<file path="src/hdl/assert_macros.svh">
`ifndef ASSERT_MACROS_SVH
`define ASSERT_MACROS_SVH

// Checked at every edge, reset included.
`define FLSC_ASSERT_ALWAYS(label, clk, prop) \
    label: assert property (@(posedge clk) (prop)) \
        else $error("flsc check failed");

// Checked only while out of reset.
`define FLSC_ASSERT_RST(label, clk, rst_n, prop) \
    label: assert property (@(posedge clk) disable iff (!rst_n) (prop)) \
        else $error("flsc check failed");

`endif

</file>
<file path="src/hdl/flsc_pkg.sv">
`timescale 1ns / 1ps
`default_nettype none

package flsc_pkg;

    localparam int SAMPLE_BITS_DEF = 12;
    localparam int PWM_TOP_DEF     = 24999;

    localparam int CMD_W      = 2;
    localparam int TEMP_W     = 6;
    localparam int LEVEL_W    = 15;
    localparam int TIME_W     = 32;
    localparam int CFG_IDX_W  = 4;
    localparam int CFG_DATA_W = 32;

    localparam int TEMP_OFFSET = 20;
    localparam int QUEUE_DEPTH = 2;

    // command codes
    localparam logic [CMD_W-1:0] CMD_SAMPLE = 2'd0;
    localparam logic [CMD_W-1:0] CMD_TICK   = 2'd1;
    localparam logic [CMD_W-1:0] CMD_PRESS  = 2'd2;

    // register indexes
    localparam logic [CFG_IDX_W-1:0] REG_THRESHOLD_OFF = 4'd0;
    localparam logic [CFG_IDX_W-1:0] REG_THRESHOLD_LOW = 4'd1;
    localparam logic [CFG_IDX_W-1:0] REG_THRESHOLD_MID = 4'd2;
    localparam logic [CFG_IDX_W-1:0] REG_LEVEL_LOW     = 4'd3;
    localparam logic [CFG_IDX_W-1:0] REG_LEVEL_MID     = 4'd4;
    localparam logic [CFG_IDX_W-1:0] REG_LEVEL_HIGH    = 4'd5;
    localparam logic [CFG_IDX_W-1:0] REG_RAMP_STEP     = 4'd6;
    localparam logic [CFG_IDX_W-1:0] REG_DEBOUNCE_TIME = 4'd7;

    // register reset values
    localparam logic [TEMP_W-1:0]  RST_THRESHOLD_OFF = 6'd20;
    localparam logic [TEMP_W-1:0]  RST_THRESHOLD_LOW = 6'd25;
    localparam logic [TEMP_W-1:0]  RST_THRESHOLD_MID = 6'd30;
    localparam logic [LEVEL_W-1:0] RST_LEVEL_LOW     = 15'd5000;
    localparam logic [LEVEL_W-1:0] RST_LEVEL_MID     = 15'd15000;
    localparam logic [LEVEL_W-1:0] RST_LEVEL_HIGH    = 15'd24900;
    localparam logic [LEVEL_W-1:0] RST_RAMP_STEP     = 15'd100;
    localparam logic [TIME_W-1:0]  RST_DEBOUNCE_TIME = 32'd300000;

    typedef struct packed {
        logic [TEMP_W-1:0]  threshold_off;
        logic [TEMP_W-1:0]  threshold_low;
        logic [TEMP_W-1:0]  threshold_mid;
        logic [LEVEL_W-1:0] level_low;
        logic [LEVEL_W-1:0] level_mid;
        logic [LEVEL_W-1:0] level_high;
        logic [LEVEL_W-1:0] ramp_step;
        logic [TIME_W-1:0]  debounce_time;
    } cfg_t;

    // classified word passed from front to back
    typedef struct packed {
        logic [CMD_W-1:0]   cmd;
        logic [TEMP_W-1:0]  temp;
        logic [LEVEL_W-1:0] target;
        logic [TIME_W-1:0]  time_us;
    } item_t;

endpackage

`default_nettype wire

</file>
<file path="src/hdl/flsc_front.sv">
`timescale 1ns / 1ps
`default_nettype none

module flsc_front import flsc_pkg::*; #(
    parameter int SAMPLE_BITS = SAMPLE_BITS_DEF,
    parameter int PWM_TOP     = PWM_TOP_DEF
) (
    input  wire logic                   in_valid,
    output logic                        in_stall,
    input  wire logic [CMD_W-1:0]       command,
    input  wire logic [SAMPLE_BITS-1:0] sample,
    input  wire logic [TIME_W-1:0]      time_us,
    input  wire cfg_t                   cfg,
    input  wire logic                   q_full,
    output logic                        q_push,
    output item_t                       q_item
);

    localparam int SW = SAMPLE_BITS + 6;
    localparam logic [LEVEL_W+1:0] TOP = (LEVEL_W + 2)'(PWM_TOP);

    logic [SW-1:0]      s_ext;
    logic [SW-1:0]      scaled;
    logic [TEMP_W-1:0]  temp;
    logic [LEVEL_W-1:0] level_raw;
    logic [LEVEL_W-1:0] level_sat;

    // 15*s + 20*2^SB, then keep the integer part
    assign s_ext  = SW'(sample);
    assign scaled = (s_ext << 4) - s_ext + (SW'(TEMP_OFFSET) << SAMPLE_BITS);
    assign temp   = scaled[SAMPLE_BITS +: TEMP_W];

    // thresholds tested in order off, low, mid
    always_comb
    begin
        if (temp <= cfg.threshold_low)
        begin
            level_raw = cfg.level_low;
        end
        else if (temp <= cfg.threshold_mid)
        begin
            level_raw = cfg.level_mid;
        end
        else
        begin
            level_raw = cfg.level_high;
        end
    end

    always_comb
    begin
        if ({2'b00, level_raw} > TOP)
        begin
            level_sat = TOP[LEVEL_W-1:0];
        end
        else
        begin
            level_sat = level_raw;
        end
    end

    assign in_stall       = q_full;
    assign q_push         = in_valid && !q_full;
    assign q_item.cmd     = command;
    assign q_item.temp    = temp;
    assign q_item.target  = (temp <= cfg.threshold_off) ? '0 : level_sat;
    assign q_item.time_us = time_us;

endmodule

`default_nettype wire

</file>
<file path="src/hdl/flsc_queue.sv">
`timescale 1ns / 1ps
`default_nettype none

module flsc_queue import flsc_pkg::*; (
    input  wire logic  clk,
    input  wire logic  rst_n,
    input  wire logic  push,
    input  wire item_t push_item,
    input  wire logic  pop,
    output logic       full,
    output logic       q_valid,
    output item_t      head
);

    localparam int PW = $clog2(QUEUE_DEPTH);
    localparam int CW = $clog2(QUEUE_DEPTH + 1);

    item_t          entry_reg [QUEUE_DEPTH];
    logic [PW-1:0]  wr_ptr_reg, wr_ptr_next;
    logic [PW-1:0]  rd_ptr_reg, rd_ptr_next;
    logic [CW-1:0]  count_reg, count_next;

    assign full    = (count_reg == CW'(QUEUE_DEPTH));
    assign q_valid = (count_reg != '0);
    assign head    = entry_reg[rd_ptr_reg];

    always_comb
    begin
        wr_ptr_next = wr_ptr_reg;
        rd_ptr_next = rd_ptr_reg;
        count_next  = count_reg;
        if (push)
        begin
            wr_ptr_next = (wr_ptr_reg == PW'(QUEUE_DEPTH - 1)) ? '0 : wr_ptr_reg + 1'b1;
        end
        if (pop)
        begin
            rd_ptr_next = (rd_ptr_reg == PW'(QUEUE_DEPTH - 1)) ? '0 : rd_ptr_reg + 1'b1;
        end
        if (push && !pop)
        begin
            count_next = count_reg + 1'b1;
        end
        else if (pop && !push)
        begin
            count_next = count_reg - 1'b1;
        end
    end

    always_ff @(posedge clk or negedge rst_n)
    begin
        if (!rst_n)
        begin
            wr_ptr_reg <= '0;
            rd_ptr_reg <= '0;
            count_reg  <= '0;
        end
        else
        begin
            wr_ptr_reg <= wr_ptr_next;
            rd_ptr_reg <= rd_ptr_next;
            count_reg  <= count_next;
        end
    end

    always_ff @(posedge clk)
    begin
        if (push)
        begin
            entry_reg[wr_ptr_reg] <= push_item;
        end
    end

`include "assert_macros.svh"

    `FLSC_ASSERT_RST(a_count_bound, clk, rst_n, count_reg <= CW'(QUEUE_DEPTH))
    `FLSC_ASSERT_RST(a_pop_nonempty, clk, rst_n, pop |-> count_reg != '0)

endmodule

`default_nettype wire

</file>
<file path="src/hdl/flsc_back.sv">
`timescale 1ns / 1ps
`default_nettype none

module flsc_back import flsc_pkg::*; (
    input  wire logic          clk,
    input  wire logic          rst_n,
    input  wire cfg_t          cfg,
    input  wire logic          q_valid,
    input  wire item_t         item,
    output logic               q_pop,
    output logic               out_valid,
    input  wire logic          out_stall,
    output logic [LEVEL_W-1:0] pwm_level,
    output logic               enabled,
    output logic               ramping,
    output logic [TEMP_W-1:0]  temperature
);

    logic [LEVEL_W-1:0] cur_reg, cur_next;
    logic [LEVEL_W-1:0] tgt_reg, tgt_next;
    logic               en_reg, en_next;
    logic [TIME_W-1:0]  last_press_reg, last_press_next;
    logic [TEMP_W-1:0]  temp_reg, temp_next;
    logic               out_valid_reg, out_valid_next;

    logic [LEVEL_W-1:0] pwm_level_reg;
    logic               enabled_reg;
    logic               ramping_reg;
    logic [TEMP_W-1:0]  temperature_reg;

    logic               take;
    logic [LEVEL_W:0]   sum;
    logic [LEVEL_W-1:0] gap;
    logic [TIME_W-1:0]  elapsed;

    // take a word whenever the output register is free or being drained
    assign take  = q_valid && (!out_valid_reg || !out_stall);
    assign q_pop = take;

    assign sum     = {1'b0, cur_reg} + {1'b0, cfg.ramp_step};
    assign gap     = cur_reg - tgt_reg;
    assign elapsed = item.time_us - last_press_reg;

    always_comb
    begin
        cur_next        = cur_reg;
        tgt_next        = tgt_reg;
        en_next         = en_reg;
        last_press_next = last_press_reg;
        temp_next       = temp_reg;
        if (take)
        begin
            case (item.cmd)
                CMD_SAMPLE:
                begin
                    // dropped while disabled or mid-ramp
                    if (en_reg && (cur_reg == tgt_reg))
                    begin
                        tgt_next  = item.target;
                        temp_next = item.temp;
                    end
                end
                CMD_TICK:
                begin
                    if (cur_reg < tgt_reg)
                    begin
                        cur_next = (sum > {1'b0, tgt_reg}) ? tgt_reg : sum[LEVEL_W-1:0];
                    end
                    else if (cur_reg > tgt_reg)
                    begin
                        cur_next = (cfg.ramp_step >= gap) ? tgt_reg
                                                          : cur_reg - cfg.ramp_step;
                    end
                end
                CMD_PRESS:
                begin
                    if (elapsed >= cfg.debounce_time)
                    begin
                        last_press_next = item.time_us;
                        en_next         = !en_reg;
                    end
                end
                default:
                begin
                end
            endcase
        end
    end

    always_comb
    begin
        out_valid_next = out_valid_reg;
        if (take)
        begin
            out_valid_next = 1'b1;
        end
        else if (!out_stall)
        begin
            out_valid_next = 1'b0;
        end
    end

    always_ff @(posedge clk or negedge rst_n)
    begin
        if (!rst_n)
        begin
            cur_reg        <= '0;
            tgt_reg        <= '0;
            en_reg         <= 1'b1;
            last_press_reg <= '0;
            temp_reg       <= TEMP_W'(TEMP_OFFSET);
            out_valid_reg  <= 1'b0;
        end
        else
        begin
            cur_reg        <= cur_next;
            tgt_reg        <= tgt_next;
            en_reg         <= en_next;
            last_press_reg <= last_press_next;
            temp_reg       <= temp_next;
            out_valid_reg  <= out_valid_next;
        end
    end

    always_ff @(posedge clk)
    begin
        if (take)
        begin
            pwm_level_reg   <= cur_next;
            enabled_reg     <= en_next;
            ramping_reg     <= (cur_next != tgt_next);
            temperature_reg <= temp_next;
        end
    end

    assign out_valid   = out_valid_reg;
    assign pwm_level   = pwm_level_reg;
    assign enabled     = enabled_reg;
    assign ramping     = ramping_reg;
    assign temperature = temperature_reg;

`include "assert_macros.svh"

    `FLSC_ASSERT_RST(a_tick_keeps_target, clk, rst_n,
        take && item.cmd == CMD_TICK |=> $stable(tgt_reg))
    `FLSC_ASSERT_RST(a_tick_no_overshoot, clk, rst_n,
        take && item.cmd == CMD_TICK && cur_reg <= tgt_reg |=> cur_reg <= tgt_reg)
    `FLSC_ASSERT_RST(a_sample_held_off, clk, rst_n,
        take && item.cmd == CMD_SAMPLE && cur_reg != tgt_reg |=>
            $stable(tgt_reg) && $stable(temp_reg))

endmodule

`default_nettype wire

</file>
<file path="src/hdl/fan_level_slew_controller.sv">
// Fan level slew controller.
// Input channel (in_valid / in_stall) takes one word per cycle unless stalled:
// command 0 is a converter sample that sets a new target level from the derived
// temperature, command 1 a ramp tick that moves the output one step toward the
// target, command 2 a button press that toggles enable after the debounce time.
// Every input word yields exactly one result word on the output channel
// (out_valid / out_stall): pwm_level, enabled, ramping and temperature.
// An accepted word is written into the queue, taken from its head by the back
// end and held in the output register, offered on the output until taken.
// Throughput: one word per cycle while out_stall is low; the back end updates
// its state as it takes a word, so only the output handshake limits the rate.
// A stalled output holds its word; the two-entry queue between the front
// classifier and the back end absorbs the stall, and in_stall rises once the
// queue is full. Configuration writes (cfg_valid / cfg_ready, always ready)
// are meant for idle periods; unknown indexes are dropped.
// Reset clears the output level and target to zero, sets enable, restores the
// register defaults and empties the queue and output register.
`timescale 1ns / 1ps
`default_nettype none

module fan_level_slew_controller import flsc_pkg::*; #(
    parameter int SAMPLE_BITS = SAMPLE_BITS_DEF,
    parameter int PWM_TOP     = PWM_TOP_DEF
) (
    input  wire logic                   clk,
    input  wire logic                   rst_n,
    // input channel
    input  wire logic                   in_valid,
    output logic                        in_stall,
    input  wire logic [CMD_W-1:0]       command,
    input  wire logic [SAMPLE_BITS-1:0] sample,
    input  wire logic [TIME_W-1:0]      time_us,
    // output channel
    output logic                        out_valid,
    input  wire logic                   out_stall,
    output logic [LEVEL_W-1:0]          pwm_level,
    output logic                        enabled,
    output logic                        ramping,
    output logic [TEMP_W-1:0]           temperature,
    // configuration write channel
    input  wire logic                   cfg_valid,
    output logic                        cfg_ready,
    input  wire logic [CFG_IDX_W-1:0]   cfg_index,
    input  wire logic [CFG_DATA_W-1:0]  cfg_data
);

    cfg_t  cfg_reg, cfg_next;
    logic  q_push;
    logic  q_pop;
    logic  q_full;
    logic  q_valid;
    item_t push_item;
    item_t head;

    // register file: always ready, writes are registered
    assign cfg_ready = 1'b1;

    always_comb
    begin
        cfg_next = cfg_reg;
        if (cfg_valid)
        begin
            case (cfg_index)
                REG_THRESHOLD_OFF: cfg_next.threshold_off = cfg_data[TEMP_W-1:0];
                REG_THRESHOLD_LOW: cfg_next.threshold_low = cfg_data[TEMP_W-1:0];
                REG_THRESHOLD_MID: cfg_next.threshold_mid = cfg_data[TEMP_W-1:0];
                REG_LEVEL_LOW:     cfg_next.level_low     = cfg_data[LEVEL_W-1:0];
                REG_LEVEL_MID:     cfg_next.level_mid     = cfg_data[LEVEL_W-1:0];
                REG_LEVEL_HIGH:    cfg_next.level_high    = cfg_data[LEVEL_W-1:0];
                REG_RAMP_STEP:     cfg_next.ramp_step     = cfg_data[LEVEL_W-1:0];
                REG_DEBOUNCE_TIME: cfg_next.debounce_time = cfg_data[TIME_W-1:0];
                default:
                begin
                end
            endcase
        end
    end

    always_ff @(posedge clk or negedge rst_n)
    begin
        if (!rst_n)
        begin
            cfg_reg.threshold_off <= RST_THRESHOLD_OFF;
            cfg_reg.threshold_low <= RST_THRESHOLD_LOW;
            cfg_reg.threshold_mid <= RST_THRESHOLD_MID;
            cfg_reg.level_low     <= RST_LEVEL_LOW;
            cfg_reg.level_mid     <= RST_LEVEL_MID;
            cfg_reg.level_high    <= RST_LEVEL_HIGH;
            cfg_reg.ramp_step     <= RST_RAMP_STEP;
            cfg_reg.debounce_time <= RST_DEBOUNCE_TIME;
        end
        else
        begin
            cfg_reg <= cfg_next;
        end
    end

    // front: accept and classify (temperature, saturated target level)
    flsc_front #(
        .SAMPLE_BITS (SAMPLE_BITS),
        .PWM_TOP     (PWM_TOP)
    ) u_front (
        .in_valid (in_valid),
        .in_stall (in_stall),
        .command  (command),
        .sample   (sample),
        .time_us  (time_us),
        .cfg      (cfg_reg),
        .q_full   (q_full),
        .q_push   (q_push),
        .q_item   (push_item)
    );

    // short queue decouples front from back
    flsc_queue u_queue (
        .clk       (clk),
        .rst_n     (rst_n),
        .push      (q_push),
        .push_item (push_item),
        .pop       (q_pop),
        .full      (q_full),
        .q_valid   (q_valid),
        .head      (head)
    );

    // back: state update (target, ramp, enable toggle) and output register
    flsc_back u_back (
        .clk         (clk),
        .rst_n       (rst_n),
        .cfg         (cfg_reg),
        .q_valid     (q_valid),
        .item        (head),
        .q_pop       (q_pop),
        .out_valid   (out_valid),
        .out_stall   (out_stall),
        .pwm_level   (pwm_level),
        .enabled     (enabled),
        .ramping     (ramping),
        .temperature (temperature)
    );

endmodule

`default_nettype wire

</file>
<file path="config.mk">
export PLATFORM = sky130hd
export DESIGN_NAME = fan_level_slew_controller
export DESIGN_NICKNAME = d
export VERILOG_FILES = /design/src/hdl/flsc_pkg.sv /design/src/hdl/flsc_front.sv /design/src/hdl/flsc_queue.sv /design/src/hdl/flsc_back.sv /design/src/hdl/fan_level_slew_controller.sv
export VERILOG_INCLUDE_DIRS = /design/src /design/src/hdl
export SDC_FILE = /design/constraint.sdc
export NUM_CORES = 1
export LEC_CHECK = 0
export ABC_AREA = 1
export BUFFER_PORTS_ARGS = -buffer_cell sky130_fd_sc_hd__buf_2
export CAP_MARGIN = 25
export CORE_ASPECT_RATIO = 1.4
export CORE_UTILIZATION = 30
export CTS_CLUSTER_DIAMETER = 120
export DETAILED_ROUTE_END_ITERATION = 12
export PLACE_DENSITY = 0.49
export SLEW_MARGIN = 20
export SYNTH_ARGS = -nofsm -noshare
export SYNTH_HDL_FRONTEND = slang
export SYNTH_SLANG_ARGS = --single-unit
</file>
<file path="constraint.sdc">
create_clock -name clk -period 11.1 [get_ports clk]
set_input_delay 0 -clock clk [delete_from_list [all_inputs] [get_ports clk]]
set_output_delay 0 -clock clk [all_outputs]
set_load 0.02 [all_outputs]
</file>
==> results.md, run 1 <==
Timing:
- Between clock sinks in the finished design, the worst skew comes to 0.01799 ns.
- Setup violations remaining at the end of the flow were counted as 0.
- The post-route worst hold slack is -0.002326 ns.
- Timing would allow up to 169.1 MHz.
- The final setup TNS is 0 ns.
- The routed design could run at a clock period as short as a little under 6 ns.
- The worst path setup slack after routing is about 5.2 ns.
- In the finished design, the share of the clock period the worst path needs comes to 0.5326.
- The count of final max-slew check failures is 0.
- For the pin with the worst max-slew slack, the measured transition is about 1.1 ns.
- The normalized max-slew margin is 0.2866.
- Setup repair after global routing left no endpoint under its margin.
- The hold violation count in the final report was 1.

Global routing:
- After global routing the overflow that remains totals 0.
- Entering global routing, the biggest net connects 80 pins.
- The number of global-route vias before repair is 16,160.
- The overall fraction of global-route tracks in use is 0.1733.
- The first global-routing pass estimated 88,720 um of wire.
- The number of antenna violations at the first check in global routing came to 0.

Power:
- The power density over cell area is 283.6 nW/um2.
- The reported leakage power is 10.94 nW.
- IR analysis of the VDD net gives a maximum drop of 0.0001495 V.
- The completed layout was analyzed and its total power is ~6.4 mW.

Run status:
- The run finished, with violations left.
- The checks that failed: negative hold slack.

Floorplanning:
- The die is about 220 um wide.
- The initial core utilization is 0.3028.
- The number of ports placed on the die boundary is 113.
- The die covers 65,920 um2.
- The core region is 64,270 um2.
- The die outline height is 303.4 um.
- Row generation in the floorplan step produced 110 rows.

Clock tree:
- The total clock buffers created by CTS is 34.
- The post-cts resize count is 0.
- The source-to-sink clock delay at the later pin of the worst-skew pair is roughly 0.53 ns.
- The count of hold-fix buffers inserted at cts is 69.
- The buffer count from post-CTS setup fixing is 0.
- The clock drives 317 sinks.
- The H-tree was split into 2 levels.
- The register clock-pin slew on the reported worst setup and hold paths is 0.06 ns.
- In this run the clock root is driven by a clkbuf_16.
- TritonCTS built the clock tree.
- Counting along the longest clock path gives a buffer depth of 3.

Drt:
- The number of nets with antenna violations after routing is 0.
- Using the TritonRoute via totals, the vias-per-cell ratio works out to 4.708.
- The wire length on met1 is ~22,000 um.
- The detailed-route DRC error count is 0.
- Summing over every cut layer, the via total after detailed routing is between 15,000 and 20,000.
- The amount of wire on met3 after detailed routing is 1376 um.
- Dividing the detail-routed wire length by the instance count gives 16.51 um.
- Summed over all layers, the routed wires come to between 50,000 and 60,000 um.
- The highest routing layer actually used is met4.
- The detailed router finished its first iteration with 915 violations.
- The wire length on met2 is 30,830 um.
- Before antenna repair, the detailed router went through 5 iterations.

Placed design:
- The detailed placer's ending HPWL is 43,960 um.
- Summing all placed instances gives a cell area of 20,870 um2.
- The quantity of I/O buffers inserted on ports is 111.
- Timing analysis after detailed placement gives a worst setup slack of approximately 5.1 ns.
- After detailed placement, the design holds a cell count of 3,310.
- The weighted congestion at the end of routability-driven global placement is 0.9193.

Setup path:
- The category of the worst setup path capture point is a register.
- The arrival time of the worst setup path is 6.34 ns.
- The slowest cell on the critical path is dfrtp_2.
- Along the worst path, the maximum fanout reaches 62.
- Among the stages of the critical path, the cell type that occurs most often is nand2_1.
- The critical path start-end classification is reg2reg.
- The required time at the worst-slack endpoint is 11.53 ns.
- The largest single stage delay on the critical path is 0.58 ns.
- The worst setup path is launched from a register.

Final layout:
- In the final layout, the share of cells above drive strength 1 is 0.1049.
- The number of antenna diodes in the final layout is 0.
- Relative to the synthesized area, the layout overhead comes to 16.82%.
- The filler cell count is 6,683.
- The post-layout utilization of the core is 0.3538.
- In the final design database the tool counted 2,833 nets.
- The post-layout instance count excluding filler cells is 3,442.
- The final cell area excluding filler cells is 22,740 um2.

Flow run:
- The tool flagged a number of max-cap violations equal to 0.

Synthesis:
- The register area share after synthesis is 0.4443.
- The share of synthesized flip-flops with an asynchronous set or reset is 0.5804.
- The cell area after synthesis is 19,460 um2.
- The Yosys warning count is 0.
- Counting distinct cell types in the post-synthesis netlist gives between 50 and 60.
- The synthesized net count is approximately 2,700.
- In this run, synthesis inferred 133 flip-flops with an integrated enable.
- After synthesis, the cell types taking the most area are edfxtp_1, dfrtp_1, nand2_1, ha_1, inv_1.
- The leading register cell type out of synthesis is dfrtp_1.
- The synthesized netlist cell count is 2,414.
- The average instance area after synthesis is 8.063 um2.
- The area share of the largest cell type after synthesis is 0.2052.
- The cell taking the most area after synthesis is edfxtp_1.
- Counting flops and latches in the post-synthesis netlist gives 317.

Min path:
- The path category of the worst min-delay check is in2reg.
## kinds of logic (layout without fill, tap and decap cells)
logic type                 Yosys count  count (layout)  synth area share
xor gates and xnor gates            59              59           0.02655
buffers and inverters              383             571           0.07778
AOI/OAI and AO/OA                  384             384            0.1055
muxes                                2               2          0.001029
adders and majority gates          169             169            0.1102
and+or+nand+nor                   1099            1099            0.2345
DFF                                317             317            0.4443
other                                1               1         0.0001927
## per-layer routing
layer  global-route usage  vias up
li1                     -     8208
met1               0.1894     7625
met2               0.3400      274
met3              0.01349       99
met4              0.07126        0
met5                    0        -
## critical path: cells and delay by family, from the launching register on
family	cells	cell delay [ns]
fa+ha+maj	2	0.57
simple gates	19	1.88
buf+inv	5	1.50
flops	1	0.58
compound gates	6	1.25
## final timing paths
| path | from | end | slack (ns) | cells after the start |
|---|---|---|---|---|
| max | u_queue.rd_ptr_reg$_DFFE_PN0P_ | u_back.last_press_reg[31]$_DFFE_PN0P_ | 5.19 | 32 |
| min | cfg_data[4] | cfg_reg[51]$_DFFE_PN0P_ | -0.002 | 3 |
| max reg2reg | u_queue.rd_ptr_reg$_DFFE_PN0P_ | u_back.last_press_reg[31]$_DFFE_PN0P_ | 5.19 | 32 |
| min reg2reg | cfg_reg[62]$_DFFE_PN0P_ | cfg_reg[62]$_DFFE_PN0P_ | 0.49 | 2 |
| max in group asynchronous | rst_n | u_queue.rd_ptr_reg$_DFFE_PN0P_ | 8.95 | 4 |
| min in group asynchronous | rst_n | cfg_reg[103]$_DFFE_PN0P_ | 0.08 | 2 |
## placed cells by master, fill, tap and decap left out, types with 3 or more instances in the layout
| master | instances |
|---|---|
| o211ai_1 | 6 |
| a31o_2 | 3 |
| o21ai_0 | 183 |
| nand3b_1 | 4 |
| a31oi_1 | 8 |
| clkbuf_1 | 6 |
| inv_2 | 8 |
| xor2_1 | 43 |
| o21ai_1 | 9 |
| clkinv_2 | 3 |
| buf_4 | 13 |
| bufinv_16 | 3 |
| clkbuf_16 | 35 |
| inv_1 | 305 |
| o31ai_1 | 6 |
| a21oi_1 | 144 |
| nand3_1 | 136 |
| clkinv_1 | 4 |
| dfrtp_1 | 143 |
| edfxtp_1 | 133 |
| nand4_1 | 27 |
| ha_1 | 165 |
| nand2_2 | 19 |
| nand3_2 | 11 |
| nor2_1 | 146 |
| nor3_1 | 17 |
| nor2_4 | 3 |
| dlygate4sd3_1 | 69 |
| buf_2 | 110 |
| dfstp_2 | 40 |
| fa_1 | 4 |
| o21bai_1 | 8 |
| clkbuf_8 | 9 |
| o21a_1 | 3 |
| a21o_1 | 3 |
| xnor2_1 | 16 |
| nand2_1 | 728 |
## power by group
part / switching (mW) / total, mW / internal, mW
Combinational: 2.27 / 3.46 / 1.19
Sequential: 0.182 / 1.80 / 1.62
Clock: 0.479 / 1.18 / 0.705
## Yosys cell counts, types with 3 or more instances
cell / number
a21oi_1: 144
inv_1: 305
o31ai_1: 6
nand4_1: 27
dfstp_2: 40
nand2_1: 729
a21o_1: 3
nand2_2: 18
nand3b_1: 4
a31oi_1: 8
nand3_1: 136
buf_6: 5
o211ai_1: 6
nor2_1: 148
fa_1: 4
ha_1: 165
a31o_2: 3
inv_2: 8
edfxtp_1: 133
buf_4: 6
o21ai_0: 183
xor2_1: 43
nand3_2: 11
o21ai_1: 9
xnor2_1: 16
nor3_1: 17
buf_2: 12
o21bai_1: 8
dfrtp_1: 144
clkbuf_1: 42
o21a_1: 3
## area by class of cell
cell class                      instances  area, um2  area share
Clock buffer                           49       1008     0.04435
Clock inverter                         12      148.9    0.006548
Inverter                              315       1182     0.05200
Multi-Input combinational cell       1714       9320      0.4099
Sequential cell                       317       8650      0.3804
Tap cell                              840       1051     0.04622
Timing Repair Buffer                  195       1379     0.06064
Power figures use the tool's default switching activity.
==> run 2: changes to the inputs <==
PLACE_DENSITY = 0.51   (was 0.49)
clock period = 5.15 ns   (was 11.1 ns; I/O delays follow)
==> results.md, run 2 (same netlist as run 1, synthesis figures left out) <==
Run status:
- The run finished, with violations left.
- The final reports fail on negative hold slack.

Final layout:
- The synthesis-to-layout area growth is 18.35%.
- The share of final-layout standard cells stronger than drive strength 1 came to 0.1162 (+0.01125).
- The post-layout instance count excluding filler cells is 3,474 (+0.93%).
- The leading cell type in the layout, fill and taps excluded is nand2_1.
- The library cells used most frequently in the layout, excluding fill and tap cells, are nand2_1, inv_1, o21ai_0.
- The post-layout utilization of the core was 0.3584 (+0.004614).
- The number of antenna diodes was 0 (unchanged).
- The number of nets in the layout is 2,864 (+1.1%).
- The final cell area excluding filler cells is 23,040 um2 (+1.3%).

Timing:
- The worst path setup slack after routing came to 0.2833 ns (-4.905 ns).
- The time the final worst path needs with I/O delays and setup is 4.867 ns (-1.045 ns).
- The hold violation count in the final report is 7 (+6).
- The highest attainable clock frequency was 205.5 MHz (+21%).
- The slew of the pin with the lowest slew margin is 0.8953 ns (-0.1708 ns).
- The normalized max-slew margin came to 0.4017 (+0.1150).
- The count of final max-slew check failures is 0 (unchanged).
- The final clock skew is 0.04556 ns (+0.02757 ns).
- The part of the cycle the worst path needs is 0.9450 (+0.4124).
- The post-route worst hold slack is -0.03540 ns (-0.03307 ns).
- The total setup violations reported at the end of the flow is 0 (unchanged).
- The final setup TNS is 0 ns (unchanged).

Power:
- The power density over cell area is 618.5 nW/um2 (+120%).
- The sum of internal, switching and leakage power is 14.25 mW (+120%).
- The net load switching power is 6.657 mW (+130%).
- The internal power of the cells is 7.591 mW (+120%).
- The largest vdd supply drop came to 0.0003318 V (+120%).
- The sequential share of power was 0.272 (-0.007).
- The proportion of power drawn by combinational gates came to 0.555 (+0.018).
- The proportion of power drawn by the clock network is 0.173 (-0.011).
- The reported leakage power is 11.07 nW (+1.2%).
- The switching part of the total power is 0.4672 (+0.01283).

Setup path:
- The critical path is of the reg2reg type.
- The largest fanout of any net on the critical path is 17 (-73%).
- The category of the worst setup path capture point is a register.
- The worst register-to-register path ends at u_back.ramping$_DFFE_PP_.
- The arrival time of the worst setup path is 5.18 ns (-1.16 ns).
- The setup slack of the worst register-to-register path is 0.28 ns (-4.90 ns).
- The kind of start point of the critical path is a register.
- The slowest stage of the critical path belongs to the cell dfrtp_1.
- The cell with the most instances on the worst path is nand2_1.
- The cell count of the worst reg-to-reg path was 32 (unchanged).
- The required time at the worst-slack endpoint was 5.46 ns (-6.07 ns).
- The largest stage delay on the critical path is 0.43 ns (-0.15 ns).
- The startpoint identified for the worst register-to-register timing path is u_back.cur_reg[0]$_DFF_PN0_.

Clock tree:
- The deepest level of the CTS H-tree is 2 (unchanged).
- The register clock-pin slew on the reported worst setup and hold paths is 0.06 ns (about the same).
- The number of sinks on the clock net was 317 (unchanged).
- The cell sitting at the root of the clock tree is a clkbuf_16.
- The total clock buffers created by CTS was 34 (unchanged).
- TritonCTS built the clock tree.
- The source-to-sink clock delay at the later pin of the worst-skew pair is 0.58 ns (+0.05 ns).
- The worst-case clock buffer depth is 3 (unchanged).

Global routing:
- The met2 layer usage reported by global route came to 0.3539 (+0.01400).
- The number of antenna violations at the first check in global routing is 1 (+1).
- The most congested layer reported by global routing is met2.
- The number of global-route vias before repair was 16,710 (+3.4%).
- The largest net degree at the start of global routing is 171 (+110%).
- The overall fraction of global-route tracks in use is 0.1838 (+0.01049).
- The met1 track utilization from global routing is 0.1943 (+0.004930).
- The met3 track demand over resource in global routing is 0.01959 (+0.006097).
- The remaining global-route overflow is 0 (unchanged).
- The first-pass GRT wire length is 92,920 um (+4.7%).

Drt:
- The number of iterations in the first detailed-routing pass is 6 (+1).
- The via total after detailed routing is 16,560 (+2.2%).
- The total wire length after detailed routing is 60,010 um (+5.6%).
- The number of nets with antenna violations after routing was 0 (unchanged).
- The detailed-route DRC error count came to 0 (unchanged).
- The routed length per placed instance is 17.27 um (+4.6%).
- The DRC violation total after the first TritonRoute iteration was 829 (-9.4%).
- The number of vias per cell is 4.766 (+1.2%).

Min path:
- The tightest min-delay check is of the in2reg type.
- The path with the worst hold slack has its endpoint at cfg_reg[3]$_DFFE_PN0P_.
- The worst hold path startpoint is cfg_data[3].
- The instance count along the most critical hold path is 3 (unchanged).

Floorplanning:
- The area enclosed by the die boundary is 65,920 um2 (unchanged).
- The die outline height came to 303.4 um (unchanged).
- The total number of placement rows is 110 (unchanged).
- The number of ports placed on the die boundary is 113 (unchanged).
- The initial core utilization is 0.3028 (unchanged).
- The area of the placeable core is 64,270 um2 (unchanged).
- The horizontal die dimension was 217.3 um (unchanged).

Flow run:
- The max-cap violation count was 0 (unchanged).

Placed design:
- The minimum setup slack after placement came to 0.02212 ns (-5.071 ns).
- The weighted congestion at the end of routability-driven global placement is 0.9383 (+2.1%).
- The quantity of I/O buffers inserted on ports came to 111 (unchanged).
- The detailed placer's ending HPWL is 46,240 um (+5.2%).
- The placed instance area is 21,090 um2 (+1.1%).
- The post-placement cell count came to 3,335 (+0.76%).
## run 2: changes by cell type in the layout (fill, tap and decap cells not counted), sizes merged
cell / delta
dlygate4sd3: +3
clkinvlp: +4
clkinv: +7
inv: -3
clkbuf: -6
buf: +28
bufinv: -1
## run 2: what timing repair did
item / CTS / global route
setup endpoints to repair: 0 / 32
setup buffers: 0 / 3
gates resized for setup: 0 / 13
endpoints found under the hold margin: 320 / 0
hold buffers: 72 / 0
## run 2: metal layers
| metal | part of all wire | vias to the layer above | wire, um |
|---|---|---|---|
| met5 | 0 | - | 0 |
| met4 | 0.054 | 0 | 3270 |
| met3 | 0.031 | 129 | 1833 |
| met2 | 0.53 | 366 | 31850 |
| met1 | 0.38 | 7780 | 23050 |
| li1 | - | 8281 | - |
## run 2: worst max-delay path, delay by kind of cell, from the launching register on
| kind | cells | cell delay, ns |
|---|---|---|
| buffers and inverters | 4 | 0.40 |
| DFF | 1 | 0.43 |
| and+or+nand+nor | 20 | 2.16 |
| AOI/OAI and AO/OA | 4 | 0.57 |
| adders and majority gates | 3 | 0.89 |
| xor gates and xnor gates | 1 | 0.17 |
## run 2: cell type report
class / instances / area [um2]
clock inverter: 19 / 215.2
inverter: 315 / 1182
tap: 840 / 1051
timing repair buffer: 226 / 1688
clock buffer: 43 / 904.6
sequential: 317 / 8651
multi-input combinational: 1714 / 9344
fill: 6687 / 41240
## run 2: how the worst max path moves through the flow
| stage | start | endpoint | slack (ns) |
|---|---|---|---|
| 2_1_floorplan | u_queue.rd_ptr_reg$_DFFE_PN0P_ | u_back.last_press_reg[10]$_DFFE_PN0P_ | 0.30 |
| 3_3_place_gp | u_back.cur_reg[0]$_DFF_PN0_ | u_back.ramping$_DFFE_PP_ | 0.09 |
| 3_5_place_dp | u_back.cur_reg[0]$_DFF_PN0_ | u_back.ramping$_DFFE_PP_ | 0.02 |
| 4_1_cts | u_back.cur_reg[0]$_DFF_PN0_ | u_back.ramping$_DFFE_PP_ | 0.004 |
| 5_1_grt | u_back.cur_reg[0]$_DFF_PN0_ | u_back.ramping$_DFFE_PP_ | -0.01 |
| 6_report | u_back.cur_reg[0]$_DFF_PN0_ | u_back.ramping$_DFFE_PP_ | 0.28 |
## run 2: power groups by stage
stage               logic [mW]  registers, mW  clock network, mW
global route              8.92           3.93               2.63
detailed placement        7.83           3.92                  0
floorplan                 5.37           3.89                  0
global placement          7.76           3.91                  0
CTS                       7.92           3.87               2.54
finish                    7.91           3.87               2.46
==> run 3: changes to the inputs <==
PLACE_DENSITY = 0.46   (was 0.51)
clock period = 4.33 ns   (was 5.15 ns; I/O delays follow)
==> results.md, run 3 (same netlist as run 1, synthesis figures left out) <==
Timing:
- The worst path setup slack after routing is -0.01668 ns (-0.3000 ns).
- The part of the cycle the worst path needs was 1.004 (+0.05886).
- The time the final worst path needs with I/O delays and setup was 4.347 ns (-0.5200 ns).
- The hold violation count in the final report is 0 (-7).
- The slew of the pin with the lowest slew margin is 0.9368 ns (+0.04147 ns).
- The post-route worst hold slack came to 0.02247 ns (+0.05786 ns).
- Setup repair after global routing could not meet its margin everywhere.
- The count of final max-slew check failures is 0 (unchanged).
- The normalized max-slew margin is 0.3755 (-0.02620).
- The total setup violations reported at the end of the flow is 1 (+1).
- The final clock skew is 0.02844 ns (-0.01712 ns).
- The highest attainable clock frequency is 230.1 MHz (+12%).

Min path:
- The path category of the worst min-delay check is in2reg.
- The startpoint identified for the worst hold timing path is cfg_valid.
- The endpoint with the worst hold slack is cfg_reg[87]$_DFFE_PN0P_.
- The instance count along the most critical hold path is 3 (unchanged).

Global routing:
- The number of antenna violations at the first check in global routing is 0 (-1).
- The remaining global-route overflow is 0 (unchanged).
- The largest net degree at the start of global routing is 103 (-40%).
- The number of global-route vias before repair is 17,250 (+3.2%).
- The first-pass GRT wire length is 95,940 um (+3.2%).
- The overall fraction of global-route tracks in use is 0.1898 (+0.005987).

Setup path:
- The cell count of the worst reg-to-reg path was 24 (-25%).
- The category of the worst setup path capture point is a register.
- The setup slack of the worst register-to-register path is -0.02 ns (-0.30 ns).
- The largest fanout of any net on the critical path is 8 (-9).
- The required time at the worst-slack endpoint is 4.62 ns (-0.84 ns).
- The critical path is of the reg2reg type.
- The startpoint of the worst register-to-register path is u_queue.rd_ptr_reg$_DFFE_PN0P_.
- The arrival time of the worst setup path was 4.63 ns (-0.55 ns).
- STA classifies the critical path startpoint as a register.
- The worst register-to-register path ends at u_back.enabled$_DFFE_PP_.

Final layout:
- Leaving out fill and tap cells, the most frequent cell in the layout is nand2_1.
- The number of antenna diodes is 0 (unchanged).
- The synthesis-to-layout area growth is 29.69%.
- The share of final-layout standard cells stronger than drive strength 1 came to 0.2161 (+0.09992).
- The filler cell count is 6,603 (-1.3%).
- The post-layout utilization of the core is 0.3928 (+0.03436).
- The final cell area excluding filler cells is 25,240 um2 (+9.6%).
- The library cells used most frequently in the layout, excluding fill and tap cells, are nand2_1, inv_1, buf_4.
- The number of nets in the layout was 3,074 (+7.3%).

Placed design:
- The detailed placer's ending HPWL is 48,380 um (+4.6%).
- The weighted congestion at the end of routability-driven global placement is 0.9078 (-3.3%).
- The placed instance area is 22,560 um2 (+7.0%).
- The quantity of I/O buffers inserted on ports came to 111 (unchanged).
- The minimum setup slack after placement is -0.3637 ns (-0.3858 ns).

Power:
- The sum of internal, switching and leakage power is 19.30 mW (+35%).
- The largest vdd supply drop was 0.0003746 V (+13%).
- The reported leakage power is 12.27 nW (+11%).
- The power density over cell area is 764.5 nW/um2 (+24%).

Floorplanning:
- The area of the placeable core is 64,270 um2 (unchanged).
- The die outline height is 303.4 um (unchanged).
- The horizontal die dimension came to 217.3 um (unchanged).
- The initial core utilization was 0.3028 (unchanged).
- The number of ports placed on the die boundary is 113 (unchanged).
- The area enclosed by the die boundary is 65,920 um2 (unchanged).
- The total number of placement rows came to 110 (unchanged).

Drt:
- The routed length per placed instance is 17.06 um (-1.2%).
- The number of nets with antenna violations after routing is 0 (unchanged).
- The via total after detailed routing is 17,080 (+3.2%).
- The total wire length after detailed routing is 62,900 um (+4.8%).
- The detailed-route DRC error count came to 0 (unchanged).
- The number of iterations in the first detailed-routing pass is 7 (+1).
- The number of vias per cell is 4.634 (-2.8%).
- The DRC violation total after the first TritonRoute iteration is 896 (+8.1%).

Clock tree:
- The deepest level of the CTS H-tree is 2 (unchanged).
- The number of sinks on the clock net is 317 (unchanged).
- The worst-case clock buffer depth is 3 (unchanged).
- The register clock-pin slew on the reported worst setup and hold paths is 0.06 ns (about the same).
- The source-to-sink clock delay at the later pin of the worst-skew pair is 0.56 ns (-0.02 ns).
- The clock tree from TritonCTS is done.
- The total clock buffers created by CTS was 36 (+5.9%).
- The root buffer cell chosen for the clock tree is clkbuf_16.

Run status:
- The checks that failed: negative setup slack.
- The run finished, with violations left.

Flow run:
- The max-cap violation count was 0 (unchanged).
run 3: cell types whose count changed in the layout (fill, tap and decap cells not counted), moves of 10 or more:
cell     change
nand2_1     -20
nand2_2     +18
nand3_1     -16
buf_4      +199
a21oi_1     -13
a21oi_2     +12
nor2_1      -10
nand3_2     +15
run 3: power breakdown:
part,total (mW),internal [mW],switching (mW),leakage [nW]
clock network,3.13,1.78,1.35,0.573
registers,4.51,4.15,0.355,3.39
logic,11.7,4.87,6.79,8.31
total,19.3,10.8,8.49,12.3
run 3: worst max path at each step:
stage	from	end	cells after the start	slack (ns)
2_1_floorplan	u_queue.rd_ptr_reg$_DFFE_PN0P_	u_back.last_press_reg[1]$_DFFE_PN0P_	34	0.03
3_3_place_gp	u_queue.rd_ptr_reg$_DFFE_PN0P_	u_back.last_press_reg[1]$_DFFE_PN0P_	24	-0.30
3_5_place_dp	u_queue.rd_ptr_reg$_DFFE_PN0P_	u_back.last_press_reg[1]$_DFFE_PN0P_	24	-0.36
4_1_cts	u_queue.rd_ptr_reg$_DFFE_PN0P_	u_back.enabled$_DFFE_PP_	22	-0.07
5_1_grt	u_queue.rd_ptr_reg$_DFFE_PN0P_	u_back.enabled$_DFFE_PP_	24	-0.26
6_report	u_queue.rd_ptr_reg$_DFFE_PN0P_	u_back.enabled$_DFFE_PP_	24	-0.02
run 3: metrics by stage:
step,setup TNS (ns),cells
floorplan,0,2414
global placement,-9.808,3523
detailed placement,-14.65,3523
CTS,-0.8329,3669
global route,-7.094,3686
finish,-0.01668,3686
run 3: area by class of cell:
class / count / area [um2] / share of cell area
Multi-Input combinational cell: 1714 / 9783 / 0.3875
Sequential cell: 317 / 8650 / 0.3426
Tap cell: 840 / 1051 / 0.04163
Timing Repair Buffer: 434 / 3362 / 0.1332
Inverter: 315 / 1207 / 0.04783
Clock inverter: 19 / 187.7 / 0.007435
Clock buffer: 47 / 1003 / 0.03975
run 3: critical path: stages (launching register included):
cell	delay, ns
dfrtp_2	0.43
buf_12	0.14
mux2i_4	0.23
ha_2	0.20
inv_2	0.04
fa_2	0.36
a31oi_4	0.17
o211ai_1	0.12
buf_4	0.17
buf_6	0.11
nand2_2	0.04
o211ai_1	0.12
a21oi_2	0.20
buf_4	0.13
o21bai_1	0.07
xor2_1	0.16
ha_1	0.28
nand3_2	0.11
nor3_4	0.15
and3_4	0.23
nand4_1	0.09
nand3_2	0.13
nand2_4	0.09
buf_6	0.16
xor2_4	0.15
run 3: layer usage:
metal	routed length, um	part of all wire	global-route usage	up-vias
li1	-	-	-	8686
met5	0	0	0	-
met2	33700	0.54	0.3692	299
met1	25070	0.40	0.2088	7985
met3	1513	0.024	0.01609	112
met4	2612	0.042	0.07897	0
run 3: what timing repair did:
item                                    in CTS  in global routing
resized for setup                           51                 82
hold buffers                                70                  0
setup buffers                               10                 13
pin swaps                                   24                 53
endpoints found under the setup margin      35                 67
gates cloned                                 1                  3
hold endpoints to repair                   268                  0
